### config.mk
export PLATFORM = sky130hd
export DESIGN_NAME = abdio_ctrl
export DESIGN_NICKNAME = d
export VERILOG_FILES = /design/src/design/abdio_pkg.sv /design/src/design/abdio_ctrl.sv
export VERILOG_INCLUDE_DIRS = /design/src /design/src/design
export SDC_FILE = /design/constraint.sdc
export NUM_CORES = 1
export LEC_CHECK = 0
export BUFFER_PORTS_ARGS = -buffer_cell sky130_fd_sc_hd__buf_2
export CORE_AREA = 2 2 39 41
export DETAILED_ROUTE_END_ITERATION = 8
export DIE_AREA = 0 0 41 43
export GPL_TIMING_DRIVEN = 0
export SLEW_MARGIN = 20
export SYNTH_ARGS = -nofsm -noshare
export SYNTH_HDL_FRONTEND = slang
export SYNTH_SLANG_ARGS = --single-unit
### constraint.sdc
create_clock -name clk_i -period 1.1 [get_ports clk_i]
set_input_delay 0.055 -clock clk_i [delete_from_list [all_inputs] [get_ports clk_i]]
set_output_delay 0.055 -clock clk_i [all_outputs]
set_load 0.01 [all_outputs]
### src/design/arcade_bus_decoder_io_defines.svh
// Assertion macros used by abdio_ctrl.
`ifndef ARCADE_BUS_DECODER_IO_DEFINES_SVH
`define ARCADE_BUS_DECODER_IO_DEFINES_SVH

`ifndef SYNTHESIS

`define ABDIO_ASSERT(lbl, prop, msg) \
  lbl: assert property (@(posedge clk_i) disable iff (!rst_ni) prop) else $error(msg);

`define ABDIO_ASSERT_ALWAYS(lbl, prop, msg) \
  lbl: assert property (@(posedge clk_i) prop) else $error(msg);

`else

`define ABDIO_ASSERT(lbl, prop, msg)

`define ABDIO_ASSERT_ALWAYS(lbl, prop, msg)

`endif

`endif

### src/design/abdio_pkg.sv
`timescale 1ns / 1ps
`default_nettype none

package abdio_pkg;

  localparam int unsigned MainDepth  = 4096;
  localparam int unsigned ExtraDepth = 1024;
  localparam int unsigned MainAw     = $clog2(MainDepth);
  localparam int unsigned ExtraAw    = $clog2(ExtraDepth);

  localparam logic [1:0] ACT_READ  = 2'd0;
  localparam logic [1:0] ACT_WRITE = 2'd1;
  localparam logic [1:0] ACT_TICK  = 2'd2;

  localparam logic [15:0] ADDR_JOY      = 16'h5000;
  localparam logic [15:0] ADDR_START    = 16'h5040;
  localparam logic [15:0] ADDR_SPR_LO   = 16'h5050;
  localparam logic [15:0] ADDR_SPR_HI   = 16'h505f;
  localparam logic [15:0] ADDR_SND_HI   = 16'h506f;
  localparam logic [15:0] ADDR_DIP      = 16'h5080;
  localparam logic [15:0] ADDR_PRIZE    = 16'h50c0;
  localparam logic [15:0] ADDR_FLIP     = 16'h50c1;
  localparam logic [15:0] ADDR_IRQ_EN   = 16'h50c2;

  localparam logic [4:0] LampThreshold = 5'd24;

  typedef struct packed {
    logic clear;
    logic capture;
    logic commit;
  } abdio_cmd_t;

  typedef struct packed {
    logic clear_last;
    logic out_free;
  } abdio_sts_t;

endpackage

`default_nettype wire

### src/design/abdio_ctrl.sv
`timescale 1ns / 1ps
`default_nettype none
`include "arcade_bus_decoder_io_defines.svh"

module abdio_ctrl (
  input  wire logic                clk_i,
  input  wire logic                rst_ni,
  input  wire logic                in_valid_i,
  output logic                     in_ready_o,
  input  wire abdio_pkg::abdio_sts_t sts_i,
  output abdio_pkg::abdio_cmd_t    cmd_o
);
  import abdio_pkg::*;

  localparam logic [1:0] ST_CLEAR = 2'd0;
  localparam logic [1:0] ST_IDLE  = 2'd1;
  localparam logic [1:0] ST_EXEC  = 2'd2;

  logic [1:0] state_q, state_d;

  always_comb begin
    state_d       = state_q;
    in_ready_o    = 1'b0;
    cmd_o         = '0;
    case (state_q)
      ST_CLEAR: begin
        cmd_o.clear = 1'b1;
        if (sts_i.clear_last) begin
          state_d = ST_IDLE;
        end
      end
      ST_IDLE: begin
        in_ready_o = 1'b1;
        if (in_valid_i) begin
          cmd_o.capture = 1'b1;
          state_d       = ST_EXEC;
        end
      end
      ST_EXEC: begin
        if (sts_i.out_free) begin
          cmd_o.commit = 1'b1;
          state_d      = ST_IDLE;
        end
      end
      default: begin
        state_d = ST_CLEAR;
      end
    endcase
  end

  always_ff @(posedge clk_i or negedge rst_ni) begin
    if (!rst_ni) begin
      state_q <= ST_CLEAR;
    end else begin
      state_q <= state_d;
    end
  end

  `ABDIO_ASSERT(a_accept_then_busy, (in_valid_i && in_ready_o) |=> !in_ready_o, "ready after accept")
  `ABDIO_ASSERT(a_commit_then_idle, cmd_o.commit |=> (state_q == ST_IDLE), "commit not to idle")
  `ABDIO_ASSERT_ALWAYS(a_clear_alone, !(cmd_o.clear && (cmd_o.capture || cmd_o.commit)), "clear overlap")

endmodule

`default_nettype wire

==> results by group, run 1 <==
Run status
  • Result of the run: finished, final reports clean

Timing
  • Setup repair after global routing missed its margin: yes
  • Final-report max-slew violation count: 0
  • Final period util: 95.52%
  • Max Clock Skew: 5.200 ps
  • Worst hold margin: 109.9 ps
  • Max Freq: 0.9517 GHz
  • Worst Max-Slew Pin Slew: 175.8 ps
  • Final critical path time including I/O delays and setup: 1051 ps
  • Setup violations, final: 0
  • Normalized max-slew margin: 88.28%
  • Post-layout worst setup margin: 49.27 ps
  • Final-report hold violation count: 0

CTS
  • CTS Sinks: 2
  • Clock root buffer: clkbuf_4
  • Clock-pin slew of the registers on the worst-case setup and hold paths: 30 ps
  • Number of levels in the clock H-tree: 1
  • TritonCTS clock tree: yes
  • TritonCTS Buffers: 3
  • Clock latency at the later pin of the worst-skew pair: 230 ps
  • Buffer depth of the longest clock path: 2

Hold path
  • Class of the tightest hold or removal check: input port to register

Place
  • Placed cell count: 36
  • Quantity of I/O buffers inserted on ports: 8
  • Detailed Place HPWL: 223.4 um
  • RD Place Congestion: 0.5066
  • Placement Setup Slack: 124.5 ps

Critical path
  • Reg-to-reg setup timing slack: 140 ps
  • Category of the worst setup path launch point: register
  • Max Fanout on Critical Path: 6
  • Critical path endpoint category: output pin
  • Max stage delay cell, worst path: dfrtp_1
  • Data required, critical path: 1040 ps
  • Biggest cell delay along the critical path: 420 ps
  • Worst path top cell family by delay: flip-flops
  • WP data arrival: 1000 ps
  • WS Path Type: register to output pin
  • Crit path buffers/inverters: 1
  • Crit path cell chain: and2b_2 -> buf_6

Finish
  • Max reg flops: 2
  • Net count reported at finish: 32
  • Inserted Diodes: 0
  • Share of post-route cells with drive strength above 1: 52.00%
  • Final Non-Filler Cells: 41
  • Layout Area Growth over Synthesis: 92.39%
  • Top register by number of flip-flops: state_q
  • Layout Utilization: 16.00%
  • Largest registers: state_q: 2 flops

Drt
  • Via count: 124
  • Number of iterations in the first detailed-routing pass: 2
  • Number of DRC markers after the initial detailed-route iteration: 1
  • Routed WL per cell: 7.634 um
  • Vias per inst: 3.024
  • DRC viols: 0
  • Remaining antenna violation count after routing: 0
  • Final Routed Wirelength: 313 um

Yosys
  • Area leader, netlist: dfrtp_1
  • Cell types with the largest area share after synthesis: dfrtp_1 43%, mux2i_1 8.7%, and2b_2 7.6%
  • Synth cell count leaders: 2 x dfrtp_1, 2 x nor2_1
  • FFs w/ async S/R, synth: 100.0%
  • Total number of yosys warnings: 0
  • Synthesized area per cell: 9.593 um2
  • Net count after synthesis: 17
  • Post-synth EDFFs: 0
  • Count of cell types in the netlist: 10
  • Area share of the leading cell type in the synthesized netlist: 43.48%
  • Sequential area share after synthesis: 43.48%
  • Flops & latches, synth: 2
  • Cell count after synthesis: 12
  • Netlist area before placement: 115.1 um2
  • Primary flip-flop cell chosen by synthesis mapping: dfrtp_1

Floorplan
  • I/O pin total: 9
  • Area of the placeable core: 1384 um2
  • Y dimension of the die: 43 um
  • Full die area: 1763 um2
  • Initial Utilization: 8.318%
  • Die outline width: 41 um
  • Row count: 14

GRT
  • Combined global-route utilization of all metal layers: 4.810%
  • Pin count of the biggest net entering global routing: 7
  • Antenna violations before repair: 0
  • Remaining global-route overflow: 0
  • Vias in the first global route: 118
  • Global-route wire length before repair: 462 um

Power and ir drop
  • IR Drop Worst-Case VDD: 0.3859 mV
  • Pwr Total: 0.5825 mW
  • Static leakage power: 0.1167 nW
  • Power density of the placed cells: 2630 nW/um2

Job
  • Max Cap Violations: 0
worst paths after layout:
path	from	to	cells after the start
min reg2reg	state_q[0]	state_q[0]	1
min in group asynchronous	rst_ni	state_q[1]	2
min	in_valid_i	state_q[0]	3
max in group asynchronous	rst_ni	state_q[0]	2
max	state_q[0]	in_ready_o	2
max reg2reg	state_q[0]	state_q[1]	2
routing by layer:
metal	vias up	GRT usage, %	share of wire (%)
met4	0	6.000	0
met3	0	5.759	12
met2	7	4.688	42
li1	67	-	-
met1	50	4.153	46
met5	-	0	0
final cells by class:
cell class              instances  area (um2)
fillers                       164        1162
clock buffers                   3       22.52
flip-flops and latches          2       50.05
inverters                       1       3.754
repair buffers                 10       63.81
multi-input cells               9       61.31
well taps                      16       20.02
cell usage in the layout, fill, tap and decap left out:
cell           n
nand2_1        1
nor3b_1        1
dlygate4sd3_1  1
buf_4          1
o2bb2ai_1      1
or2_1          1
inv_1          1
nor2_1         2
buf_2          7
clkbuf_4       3
dfrtp_1        2
mux2i_1        1
buf_6          1
and2b_2        1
and3b_1        1
cell families (layout without fill, tap and decap cells):
logic type	Yosys count	after routing	synth area share, %
buffers and inverters	1	14	3.258
multiplexers	1	1	8.696
AO/OA/AOI/OAI	1	1	7.610
AND/OR/NAND/NOR	7	7	36.96
flip-flops	2	2	43.48
where the power goes:
part / switching (mW) / internal [mW]
clock network: 0.0429 / 0.120
logic: 0.108 / 0.156
registers: 0.0464 / 0.109
stage by stage:
step | setup TNS (ps) | area [um2]
final | 0 | 221.5
after global routing | -2.306 | 221.5
after CTS | 0 | 215.2
after detailed placement | 0 | 175.2
after global placement | 0 | 175.2
after floorplan | 0 | 115.1
worst reg2reg max path, delay by kind of cell (launching register included):
kind             cells  cell delay, ps
AND/OR/NAND/NOR      2             430
flip-flops           1             420
what timing repair did:
action / CTS / global route
gates resized for setup: 0 / 1
setup buffers: 1 / 0
hold buffers: 1 / 0
setup endpoints to repair: 1 / 1
hold endpoints to repair: 2 / 0
Note: power is estimated with default switching activity, not from simulation.
==> run 2: changes to the inputs <==
--- a/config.mk
+++ b/config.mk
@@ -6,7 +6,7 @@
 export SDC_FILE = /design/constraint.sdc
 export NUM_CORES = 1
 export LEC_CHECK = 0
-export BUFFER_PORTS_ARGS = -buffer_cell sky130_fd_sc_hd__buf_2
+export BUFFER_PORTS_ARGS = -buffer_cell sky130_fd_sc_hd__buf_4
 export CORE_AREA = 2 2 39 41
 export DETAILED_ROUTE_END_ITERATION = 8
 export DIE_AREA = 0 0 41 43
==> results by group, run 2 (synthesis gave the netlist of run 1 again) <==
Run status
  • Result of the run: finished, final reports clean

Finish
  • Inserted Diodes: 0
  • Most common library cell in the layout ignoring fill and taps: buf_4
  • Top register by number of flip-flops: state_q
  • Net count reported at finish: 31
  • Largest registers: state_q: 2 flops
  • Final Non-Filler Cells: 40
  • Layout Area Growth over Synthesis: 105.4%
  • Share of post-route cells with drive strength above 1: 54.17%
  • Layout Utilization: 17.09%
  • Post-route design area: 236.5 um2
  • Commonest cells after routing, fill and taps aside: 6 x buf_4, 3 x clkbuf_4, 2 x nor2_1, 2 x buf_6, 2 x dfrtp_1
  • Max reg flops: 2

Timing
  • Final period util: 96.70%
  • Final critical path time including I/O delays and setup: 1064 ps
  • Max Freq: 0.9401 GHz
  • Max Clock Skew: 1.596 ps
  • Setup violations, final: 0
  • Setup TNS after final layout: 0 ps
  • Setup repair after global routing missed its margin: yes
  • Final-report hold violation count: 0
  • Worst Max-Slew Pin Slew: 180.0 ps
  • Final-report max-slew violation count: 0
  • Normalized max-slew margin: 88.00%

Place
  • Placement-stage cell area: 195.2 um2
  • RD Place Congestion: 0.5434
  • Quantity of I/O buffers inserted on ports: 8
  • Placed cell count: 36

Drt
  • Via count: 127
  • Vias per inst: 3.175
  • Number of DRC markers after the initial detailed-route iteration: 0
  • Final Routed Wirelength: 308 um
  • DRC viols: 0
  • Number of iterations in the first detailed-routing pass: 1
  • Routed WL per cell: 7.700 um
  • Remaining antenna violation count after routing: 0

Floorplan
  • I/O pin total: 9
  • Initial Utilization: 8.318%
  • Full die area: 1763 um2
  • Die outline width: 41 um
  • Y dimension of the die: 43 um
  • Area of the placeable core: 1384 um2
  • Row count: 14

Power and ir drop
  • Pwr Total: 0.5905 mW
  • Internal power: 0.4002 mW
  • Static leakage power: 0.1164 nW
  • IR Drop Worst-Case VDD: 0.4056 mV
  • Power density of the placed cells: 2497 nW/um2
  • Reported net switching power: 0.1902 mW
  • Switching power share of the total: 32.22%
  • Sequential share of power: 26.9%
  • Clock network fraction of design power: 26.9%
  • Combinational cell fraction of total power: 46.2%

Critical path
  • Data required, critical path: 1040 ps
  • Worst Reg2Reg Path Length in Cells: 2
  • Crit path cell chain: and2b_2 -> buf_6
  • Max stage delay cell, worst path: dfrtp_1
  • Category of the worst setup path launch point: register
  • WS Path Type: register to output pin
  • Critical path endpoint category: output pin
  • WP data arrival: 1010 ps
  • Biggest cell delay along the critical path: 420 ps
  • Max Fanout on Critical Path: 6

CTS
  • Clock latency at the later pin of the worst-skew pair: 220 ps
  • Buffer depth of the longest clock path: 2
  • TritonCTS clock tree: yes
  • Number of levels in the clock H-tree: 1
  • CTS Sinks: 2
  • TritonCTS Buffers: 3
  • Clock root buffer: clkbuf_4
  • Clock-pin slew of the registers on the worst-case setup and hold paths: 30 ps
  • Post-CTS setup buffer count: 0

Hold path
  • Class of the tightest hold or removal check: input port to register
  • Worst Hold Path Cells: 3

GRT
  • Vias in the first global route: 120
  • Antenna violations before repair: 0
  • Global-route wire length before repair: 496 um
  • Combined global-route utilization of all metal layers: 5.210%
  • Pin count of the biggest net entering global routing: 7
  • Remaining global-route overflow: 0

Job
  • Max Cap Violations: 0
[run 2: cell count changes in the layout (fill, tap and decap cells not counted)]
| cell | change |
|---|---|
| and3b_2 | +1 |
| buf_4 | +5 |
| buf_6 | +1 |
| buf_2 | -7 |
| and3b_1 | -1 |
[run 2: layout make-up]
cell class / count / area (um2)
repair buffers: 9 / 77.57
multi-input cells: 9 / 62.56
flip-flops and latches: 2 / 50.05
well taps: 16 / 20.02
inverters: 1 / 3.754
fillers: 161 / 1147
clock buffers: 3 / 22.52
[run 2: through the flow]
stage          hold WS [ps]  setup WS [ps]
3_3_place_gp         -162.0          136.5
6_report              110.3          36.32
5_1_grt               131.1         -17.78
3_5_place_dp         -161.1          125.4
2_1_floorplan        -240.6          138.7
4_1_cts               99.04          3.378
[run 2: routing by layer]
layer	share of wire, %	track usage [%]	vias up
met2	42	4.688	7
li1	-	-	66
met1	40	4.473	54
met4	0	6.000	0
met3	18	7.330	0
met5	0	0	-
[run 2: path summary, 6_finish.rpt]
path | start | end | slack [ps]
worst max-delay path | state_q[1] | in_ready_o | 40
worst min-delay path | in_valid_i | state_q[0] | 110
worst max register to register | state_q[1] | state_q[1] | 100
worst min register to register | state_q[0] | state_q[0] | 540
max in group asynchronous | rst_ni | state_q[1] | 850
min in group asynchronous | rst_ni | state_q[0] | 160
[run 2: timing repair]
action	in CTS	in global routing
endpoints found under the hold margin	2	0
endpoints found under the setup margin	0	2
hold buffers	1	0
gates resized for setup	0	3
[run 2: worst max-delay path, delay by kind of cell (launching register included)]
family                 cells  cell delay, ps
flip-flops                 1             420
AND/OR/NAND/NOR            1             250
buffers and inverters      1             120
[run 2: power groups by stage]
stage,Sequential [mW],Combinational [mW],Clock [mW]
2_1_floorplan,0.147,0.131,0
3_3_place_gp,0.158,0.247,0
3_5_place_dp,0.162,0.248,0
4_1_cts,0.161,0.252,0.170
5_1_grt,0.168,0.305,0.186
6_report,0.159,0.273,0.159
